<file path="src/hw/rtl/gbfp_pkg.sv">
package gbfp_pkg;

    localparam int unsigned PaddrW = 3;
    localparam int unsigned PdataW = 32;
    localparam int unsigned RegIdxW = 1;

    localparam logic [RegIdxW-1:0] REG_MAX_PAYLOAD_LEN = 1'b0;
    localparam logic [15:0] MAX_PAYLOAD_LEN_RST = 16'd512;

    localparam logic [7:0] SYNC_1    = 8'hB5;
    localparam logic [7:0] SYNC_2    = 8'h62;
    localparam logic [7:0] CLASS_NAV = 8'h01;
    localparam logic [7:0] CLASS_ACK = 8'h05;
    localparam logic [7:0] CLASS_CFG = 8'h06;
    localparam logic [7:0] ID_PVT    = 8'h07;

    typedef enum logic [3:0] {
        ST_HUNT,
        ST_SYNC2,
        ST_CLASS,
        ST_ID,
        ST_LEN_LO,
        ST_LEN_HI,
        ST_PAYLOAD,
        ST_CK_A,
        ST_CK_B
    } state_t;

    typedef struct packed {
        logic        frame_ok;
        logic [7:0]  msg_class;
        logic [7:0]  msg_id;
        logic [15:0] payload_length;
        logic        data_valid;
        logic [7:0]  data_byte;
        logic [15:0] data_index;
        logic        pvt_header_seen;
    } result_t;

endpackage

</file>
<file path="src/hw/rtl/gnss_binary_frame_parser_top.sv">
// Each accepted byte's result is registered into the output entry, or into the skid entry while the output is held.
// Throughput: one byte per cycle; a two-entry output buffer keeps input
// flowing while a result waits, and s_ready drops only when both are full.
// Reset (synchronous, aresetn low): framer returns to sync hunt, sums and
// header registers clear, output buffer empties, max_payload_len = 512.
module gnss_binary_frame_parser_top (
    input  logic                          aclk,
    input  logic                          aresetn,
    input  logic                          psel,
    input  logic                          penable,
    input  logic                          pwrite,
    input  logic [gbfp_pkg::PaddrW-1:0]   paddr,
    input  logic [gbfp_pkg::PdataW-1:0]   pwdata,
    output logic [gbfp_pkg::PdataW-1:0]   prdata,
    output logic                          pready,
    input  logic                          s_valid,
    output logic                          s_ready,
    input  logic [7:0]                    s_rx_byte,
    output logic                          m_valid,
    input  logic                          m_ready,
    output logic                          m_frame_ok,
    output logic [7:0]                    m_msg_class,
    output logic [7:0]                    m_msg_id,
    output logic [15:0]                   m_payload_length,
    output logic                          m_data_valid,
    output logic [7:0]                    m_data_byte,
    output logic [15:0]                   m_data_index,
    output logic                          m_pvt_header_seen
);
    import gbfp_pkg::*;

    logic [15:0] max_len_reg;
    logic        reg_sel;

    state_t      state_reg, state_next;
    logic [7:0]  sum_a_reg, sum_a_next;
    logic [7:0]  sum_b_reg, sum_b_next;
    logic [7:0]  frame_class_reg, frame_class_next;
    logic [7:0]  frame_id_reg, frame_id_next;
    logic [15:0] frame_length_reg, frame_length_next;
    logic [15:0] idx_reg, idx_next;
    logic [15:0] idx_inc;
    logic [7:0]  sum_a_add, sum_b_add;

    result_t     res;
    result_t     out_reg, skid_reg;
    logic        out_valid_reg, skid_valid_reg;
    logic        accept;

    assign pready  = 1'b1;
    assign reg_sel = (paddr[PaddrW-1 -: RegIdxW] == REG_MAX_PAYLOAD_LEN);
    assign prdata  = reg_sel ? {{(PdataW-16){1'b0}}, max_len_reg} : '0;

    always_ff @(posedge aclk) begin
        if (!aresetn) begin
            max_len_reg <= MAX_PAYLOAD_LEN_RST;
        end else if (psel && penable && pwrite && pready && reg_sel) begin
            max_len_reg <= pwdata[15:0];
        end
    end

    assign s_ready   = !skid_valid_reg;
    assign accept    = s_valid && s_ready;
    assign sum_a_add = sum_a_reg + s_rx_byte;
    assign sum_b_add = sum_b_reg + sum_a_add;
    assign idx_inc   = idx_reg + 16'd1;

    always_comb begin
        state_next        = state_reg;
        sum_a_next        = sum_a_reg;
        sum_b_next        = sum_b_reg;
        frame_class_next  = frame_class_reg;
        frame_id_next     = frame_id_reg;
        frame_length_next = frame_length_reg;
        idx_next          = idx_reg;
        res               = '0;
        unique case (state_reg)
            ST_HUNT: begin
                sum_a_next = '0;
                sum_b_next = '0;
                state_next = (s_rx_byte == SYNC_1) ? ST_SYNC2 : ST_HUNT;
            end
            ST_SYNC2: begin
                if (s_rx_byte == SYNC_1) begin
                    sum_a_next = '0;
                    sum_b_next = '0;
                end else if (s_rx_byte == SYNC_2) begin
                    state_next = ST_CLASS;
                end else begin
                    state_next = ST_HUNT;
                end
            end
            ST_CLASS: begin
                if (s_rx_byte == CLASS_NAV || s_rx_byte == CLASS_ACK
                        || s_rx_byte == CLASS_CFG) begin
                    frame_class_next = s_rx_byte;
                    sum_a_next       = sum_a_add;
                    sum_b_next       = sum_b_add;
                    state_next       = ST_ID;
                end else begin
                    state_next = ST_HUNT;
                end
            end
            ST_ID: begin
                frame_id_next       = s_rx_byte;
                sum_a_next          = sum_a_add;
                sum_b_next          = sum_b_add;
                res.pvt_header_seen = (frame_class_reg == CLASS_NAV) && (s_rx_byte == ID_PVT);
                state_next          = ST_LEN_LO;
            end
            ST_LEN_LO: begin
                frame_length_next = {8'h00, s_rx_byte};
                sum_a_next        = sum_a_add;
                sum_b_next        = sum_b_add;
                state_next        = ST_LEN_HI;
            end
            ST_LEN_HI: begin
                frame_length_next = {s_rx_byte, frame_length_reg[7:0]};
                if (frame_length_next > max_len_reg) begin
                    state_next = ST_HUNT;
                end else begin
                    sum_a_next = sum_a_add;
                    sum_b_next = sum_b_add;
                    idx_next   = '0;
                    state_next = (frame_length_next == 16'd0) ? ST_CK_A : ST_PAYLOAD;
                end
            end
            ST_PAYLOAD: begin
                res.data_valid = 1'b1;
                res.data_byte  = s_rx_byte;
                res.data_index = idx_reg;
                sum_a_next     = sum_a_add;
                sum_b_next     = sum_b_add;
                idx_next       = idx_inc;
                if (idx_inc == frame_length_reg) begin
                    state_next = ST_CK_A;
                end
            end
            ST_CK_A: begin
                state_next = (s_rx_byte == sum_a_reg) ? ST_CK_B : ST_HUNT;
            end
            ST_CK_B: begin
                res.frame_ok = (s_rx_byte == sum_b_reg);
                state_next   = ST_HUNT;
            end
            default: begin
                state_next = ST_HUNT;
            end
        endcase
        res.msg_class      = frame_class_next;
        res.msg_id         = frame_id_next;
        res.payload_length = frame_length_next;
    end

    always_ff @(posedge aclk) begin
        if (!aresetn) begin
            state_reg        <= ST_HUNT;
            sum_a_reg        <= '0;
            sum_b_reg        <= '0;
            frame_class_reg  <= '0;
            frame_id_reg     <= '0;
            frame_length_reg <= '0;
            idx_reg          <= '0;
        end else if (accept) begin
            state_reg        <= state_next;
            sum_a_reg        <= sum_a_next;
            sum_b_reg        <= sum_b_next;
            frame_class_reg  <= frame_class_next;
            frame_id_reg     <= frame_id_next;
            frame_length_reg <= frame_length_next;
            idx_reg          <= idx_next;
        end
    end

    // hold results in a two-entry buffer
    always_ff @(posedge aclk) begin
        if (!aresetn) begin
            out_valid_reg  <= 1'b0;
            skid_valid_reg <= 1'b0;
        end else if (skid_valid_reg) begin
            if (m_ready) begin
                skid_valid_reg <= 1'b0;
            end
        end else if (accept) begin
            if (!out_valid_reg || m_ready) begin
                out_valid_reg <= 1'b1;
            end else begin
                skid_valid_reg <= 1'b1;
            end
        end else if (m_ready) begin
            out_valid_reg <= 1'b0;
        end
    end

    always_ff @(posedge aclk) begin
        if (skid_valid_reg) begin
            if (m_ready) begin
                out_reg <= skid_reg;
            end
        end else if (accept) begin
            if (!out_valid_reg || m_ready) begin
                out_reg <= res;
            end else begin
                skid_reg <= res;
            end
        end
    end

    assign m_valid           = out_valid_reg;
    assign m_frame_ok        = out_reg.frame_ok;
    assign m_msg_class       = out_reg.msg_class;
    assign m_msg_id          = out_reg.msg_id;
    assign m_payload_length  = out_reg.payload_length;
    assign m_data_valid      = out_reg.data_valid;
    assign m_data_byte       = out_reg.data_byte;
    assign m_data_index      = out_reg.data_index;
    assign m_pvt_header_seen = out_reg.pvt_header_seen;

    a_skid_implies_out: assert property (@(posedge aclk) disable iff (!aresetn)
        skid_valid_reg |-> out_valid_reg)
        else $error("skid entry held without output entry");

    a_accept_gives_result: assert property (@(posedge aclk) disable iff (!aresetn)
        accept |=> m_valid)
        else $error("accepted request produced no result");

    a_ok_not_payload: assert property (@(posedge aclk) disable iff (!aresetn)
        m_valid |-> !(m_frame_ok && m_data_valid))
        else $error("frame_ok on a payload byte");

    a_payload_in_range: assert property (@(posedge aclk) disable iff (!aresetn)
        (state_reg == ST_PAYLOAD) |-> (idx_reg < frame_length_reg))
        else $error("payload index beyond frame length");

endmodule
</file>
<file path="config.mk">
export PLATFORM = sky130hd
export DESIGN_NAME = gnss_binary_frame_parser_top
export DESIGN_NICKNAME = d
export VERILOG_FILES = /design/src/hw/rtl/gbfp_pkg.sv /design/src/hw/rtl/gnss_binary_frame_parser_top.sv
export SDC_FILE = /design/constraint.sdc
export NUM_CORES = 1
export LEC_CHECK = 0
export BUFFER_PORTS_ARGS = -buffer_cell sky130_fd_sc_hd__buf_2
export CORE_MARGIN = 1
export CORE_UTILIZATION = 40
export CTS_CLUSTER_DIAMETER = 150
export DETAILED_ROUTE_END_ITERATION = 8
export SLEW_MARGIN = 20
export SYNTH_ARGS = -nofsm -noshare
export SYNTH_HDL_FRONTEND = slang
export SYNTH_SLANG_ARGS = --single-unit
</file>
<file path="constraint.sdc">
create_clock -name aclk -period 5.3 [get_ports aclk]
set_input_delay 0.265 -clock aclk [delete_from_list [all_inputs] [get_ports aclk]]
set_output_delay 0.265 -clock aclk [all_outputs]
set_load 0.05 [all_outputs]
</file>
Word level (Yosys, flattened, before mapping)
Index checks and enable logic that the tools add are counted.
- flip-flop bits (word level): 204
- bits in latches: 0
- RAM bits: 0
- ROM bits: 0
- bits of input ports: 50
- output and inout bits: 94
- word-level logic and storage cells: 119
- memories kept: 0
- add/subtract/negate cells: 3
- $mul: 0
- div/mod/pow operators: 0
- magnitude comparators: 1
- eq/ne operators: 25
- shifts and indexed selects: 0
- multiplexer cells: 37
- bitwise gates (word level): 3
- reductions and logical operators: 24
- operators by type and width (cell ; number):
    two-way mux 59 bit ; 4
    case mux 8 bit (5 select lines) ; 2
    two-way mux 8 bit ; 8
    case mux 16 bit (2 select lines) ; 2
    two-way mux 16 bit ; 2
    case mux 4 bit (8 select lines) ; 1
    two-way mux 25 bit ; 1
    == test 8 x 3 -> 1 bit (second input constant) ; 3
    adder 16 x 1 -> 16 bit (second input constant) ; 1
    adder 8 bit ; 2
    == test 16 bit ; 1
    == test 4 x 3 -> 1 bit (second input constant) ; 4
    == test 8 x 1 -> 1 bit (second input constant) ; 2
    == test 8 bit ; 2
    > comparator 16 bit ; 1
    zero test 16 bit ; 1
    AND reduction 3 bit ; 5
    two-way mux 4 bit ; 3
    inequality test 2 bit (second input constant) ; 6
    two-way mux 1 bit ; 11
    == test 4 x 2 -> 1 bit (second input constant) ; 2
    == test 8 x 7 -> 1 bit (second input constant) ; 1
    == test 8 bit (second input constant) ; 1
    nonzero test 2 bit ; 4
    other kinds (13) ; 23

Depth between registers and ports, before layout
- word-level depth: 8
- gate-level depth with buffers: 15
- mapped depth without buffers: 15

Worst setup path after synthesis
OpenSTA, ideal clock, no wires.
- path kind: reg-to-reg
- from: register sum_a_reg[0]
- to: register sum_b_reg[7]
- setup time: 0.074 ns
- arrival time: 2.943 ns
- data required time: 5.226 ns
- setup slack: 2.282 ns
- stages on the path, launching flop included: 14
- path buffers: 0
- clock period less this slack: 3.018 ns
- cells stage by stage: dfxtp_1 -> ha_1 -> fa_1 -> a21o_1 -> a21oi_1 -> o21bai_1 -> a21oi_1 -> xor2_1 -> inv_1 -> ha_1 -> o41ai_1 -> xnor3_1 -> a211o_1 -> a31oi_1
- cells in the longest elaborated chain, start to end: 4
- elaborated cells on any way between the ends: 5
- those cells by class: add/sub: 2; mux: 3
- RTL lines (element ; RTL line ; source):
    from (decl) ; gnss_binary_frame_parser_top.sv:36 ; logic [7:0] sum_a_reg, sum_a_next;
    from (signal assigned) ; gnss_binary_frame_parser_top.sv:166 ; sum_a_reg <= sum_a_next;
    adder 8 bit (*) ; gnss_binary_frame_parser_top.sv:64 ; assign sum_a_add = sum_a_reg + s_rx_byte;
    adder 8 bit (*) ; gnss_binary_frame_parser_top.sv:65 ; assign sum_b_add = sum_b_reg + sum_a_add;
    two-way mux 8 bit (on tied branches) ; gnss_binary_frame_parser_top.sv:119, gnss_binary_frame_parser_top.sv:94 ;
    case mux 8 bit (5 select lines) (*) ; gnss_binary_frame_parser_top.sv:77 ; unique case (state_reg)
    to (signal assigned) ; gnss_binary_frame_parser_top.sv:167 ; sum_b_reg <= sum_b_next;
    to (decl) ; gnss_binary_frame_parser_top.sv:37 ; logic [7:0] sum_b_reg, sum_b_next;
Mark *: on every way between the ends. The rest lies on a longest branch, timed or not. The select of a mux whose other input is x is not followed.
A chain may end at the register's enable or synchronous reset.

Worst setup path after layout
Same ends and word-level chain as after synthesis.

==> qor.txt <==
Outcome -> finished, final reports clean
Fin. max-slew vios -> 0
Initial antenna violation count -> 0
Row cnt -> 57
CTS tree -> yes
Mean post-synth cell area -> 10.3 um2
Vias post-DR -> 7467
DIE WIDTH -> 161 um
CTS root buf -> clkbuf_16
Compound-Gate Fraction of Synth Area -> 0.107
Fmax -> 306 MHz
CP Data Required Time -> 5.75 ns
# Post-CTS Setup Buffers -> 0
Leakage Power -> 4.66 nW
Max reg flops -> 59
Hold-fix buffers, CTS -> 16
Reg clk slew, reported paths -> 0.06 ns
Critical path startpoint category -> flop
Routed WL -> 23900 um
Via-per-instance ratio -> 5.27
Post-synth EDFFs -> 118
Mapped Area -> 10100 um2
Simple-Gate Fraction of Synth Area -> 0.159
DR pass1 iterations -> 5
R2R Path Start -> sum_a_reg[0]
Ys Warns -> 0
Cts bufs inserted -> 23
Main flop type after synthesis -> edfxtp_1
Adder-Cell Fraction of Synth Area -> 0.0422
Final #Nets -> 1160
Tmin final -> 3.27 ns
Worst Hold Class -> in -> reg
Kind of critical path -> reg -> reg
Register area share after synthesis -> 0.519
Layout cells sized above 1 -> 0.212
DRC -> 0
Area growth syn-to-layout -> 15.6%
Buffers on Ports -> 108
First-pass GRT wire length -> 38300 um
Worst Hold Launch -> m_ready
Synthesized flop and latch total -> 204
Final Hold Fails -> 0
P per Cell Area -> 318 nW/um2
Synth Area in XOR/XNOR -> 0.0376
# fillers -> 2284
Routed wl met2 -> 10700 um
Endpoints failing setup -> 0
Core Footprint -> 24600 um2
Async SR Flop Fraction -> 0
CTS sink cnt -> 204
Overflow after GRT -> 0
Wire length per cell -> 16.8 um
Worst slew pin tran -> 0.963 ns
Setup crit end kind -> flop
Post-Route M1 WL -> 11500 um
Setup TNS -> 0 ns
RSZ-0062 raised after global routing -> false
IO Count -> 144
Initial Utilization -> 0.412
GP Congestion -> 0.911
Antenna Cells -> 0
R2R depth -> 13
Reg2reg setup slack -> 2.03 ns
Final worst slack -> 2.03 ns
Crit Reg-Reg Endpoint -> sum_b_reg[7]
Largest net degree at the start of global routing -> 59
Worst setup path end -> sum_b_reg[7]
Detail Route Antenna Nets -> 0
Clk_skew -> 0.0113 ns
Vias in the first global route -> 7032
Maximum vdd drop -> 0.176 mV
Post-Syn Instances -> 982
Chip height -> 161 um
Final period utilization -> 0.616
Crit path arrival time -> 3.71 ns
Global-route usage over all layers -> 0.184
Worst skew pair latency -> 0.52 ns
Critical Path Start -> sum_a_reg[0]
Number of gates resized after cts -> 0
Max Used Layer -> met4
CTS Buffer Depth -> 3
Pre-CTS worst setup slack -> 1.75 ns
H-tree depth -> 1
Largest family of logic cells by synthesized area -> simple AND/OR/NAND/NOR gates
Multiplexer share of the synthesized area -> 0.0868
Worst slew margin -> 0.358
Met3 WL -> 1180 um
Number of max-cap violations -> 0
Yosys cell types -> 61
Half-perimeter wire length after placement -> 16000 um
Worst hold stages -> 4
Die area -> 26000 um2
Maximum fanout along the worst path -> 3
1st-iter DRT viols -> 409
==> layout make-up <==
type	instances	area, um2	area share
Tap cell	324	405	0.0345
Multi-Input combinational cell	683	4450	0.379
Timing Repair Buffer	135	783	0.0667
Clock inverter	16	129	0.0110
Sequential cell	204	5270	0.449
Inverter	30	113	0.00960
Clock buffer	26	587	0.0500
==> synth_stat cells, types with 3 or more instances <==
master | count | share of area
a211o_1 | 7 | 0.0060
a211oi_1 | 8 | 0.0059
a21o_1 | 14 | 0.010
a21oi_1 | 58 | 0.029
a31oi_1 | 9 | 0.0055
and2_1 | 8 | 0.0049
and3_1 | 30 | 0.018
buf_1 | 5 | 0.0018
buf_2 | 8 | 0.0039
buf_4 | 17 | 0.013
clkbuf_1 | 49 | 0.018
dfxtp_1 | 86 | 0.17
edfxtp_1 | 118 | 0.35
ha_1 | 31 | 0.038
inv_1 | 30 | 0.011
mux2_2 | 72 | 0.080
mux2i_1 | 7 | 0.0069
nand2_1 | 98 | 0.036
nand2b_1 | 5 | 0.0031
nand3_1 | 27 | 0.013
nand4_1 | 12 | 0.0074
nor2_1 | 99 | 0.037
nor2b_1 | 6 | 0.0037
nor3_1 | 34 | 0.017
nor4_1 | 5 | 0.0031
o211ai_1 | 4 | 0.0030
o21a_1 | 4 | 0.0030
o21ai_0 | 35 | 0.017
o21bai_1 | 3 | 0.0022
o31ai_1 | 7 | 0.0052
or3_1 | 6 | 0.0037
or4_1 | 4 | 0.0030
xnor2_1 | 23 | 0.020
xor2_1 | 18 | 0.016
==> metrics by stage <==
stage                     instances  instance area, um2  hold WS (ns)  power (W)  utilization
after floorplan                 997               10200         0.401    0.00215            -
after global placement         1360               10900         0.442    0.00225        0.441
after detailed placement       1360               10900         0.447    0.00226        0.441
after CTS                      1418               11700        0.0926    0.00378        0.477
after global routing           1418               11700         0.127    0.00388        0.477
final                          1418               11700         0.114    0.00374        0.477
==> layer usage <==
metal | vias to the layer above | global-route usage
li1 | 3682 | -
met1 | 3520 | 0.260
met2 | 218 | 0.290
met3 | 47 | 0.0285
met4 | 0 | 0.0562
met5 | - | 0
==> power breakdown <==
group,leakage [nW],internal [W],total [W],switching (W)
logic,2.46,0.000131,0.000458,0.000326
clock network,0.333,0.000854,0.00151,0.000653
registers,1.87,0.00174,0.00177,0.0000319
==> cell usage in the layout, fill, tap and decap left out, drive strengths merged, types with 30 or more instances in the layout <==
master and n:
edfxtp 118, ha 31, nor2 99, o21ai 36
a21oi 58, nand2 98, and3 30, nor3 34
mux2 72, dfxtp 86, buf 119, inv 31
==> worst max-delay path: stages (launching register included) <==
cell	delay (ns)
dfxtp_1	0.31
ha_1	0.21
fa_1	0.40
a21o_1	0.17
a21oi_1	0.22
o21bai_1	0.09
a21oi_1	0.18
xor2_1	0.21
inv_1	0.07
ha_1	0.21
o41ai_1	0.41
xnor3_1	0.30
a211o_1	0.27
a31oi_1	0.15
==> worst min-delay path by stage <==
stage	end	slack [ns]
final	skid_valid_reg	0.11
after global routing	skid_valid_reg	0.13
after CTS	skid_valid_reg	0.09
after detailed placement	max_len_reg[15]	0.45
after global placement	max_len_reg[11]	0.44
after floorplan	max_len_reg[10]	0.40
==> cells by family after synthesis <==
group | Yosys count
and+or+nand+nor | 344
DFF | 204
adders and majority gates | 33
muxes | 79
other | 2
buffers and inverters | 110
xor gates and xnor gates | 42
AOI/OAI and AO/OA | 168
No activity file was read; power rests on OpenSTA's default activity.
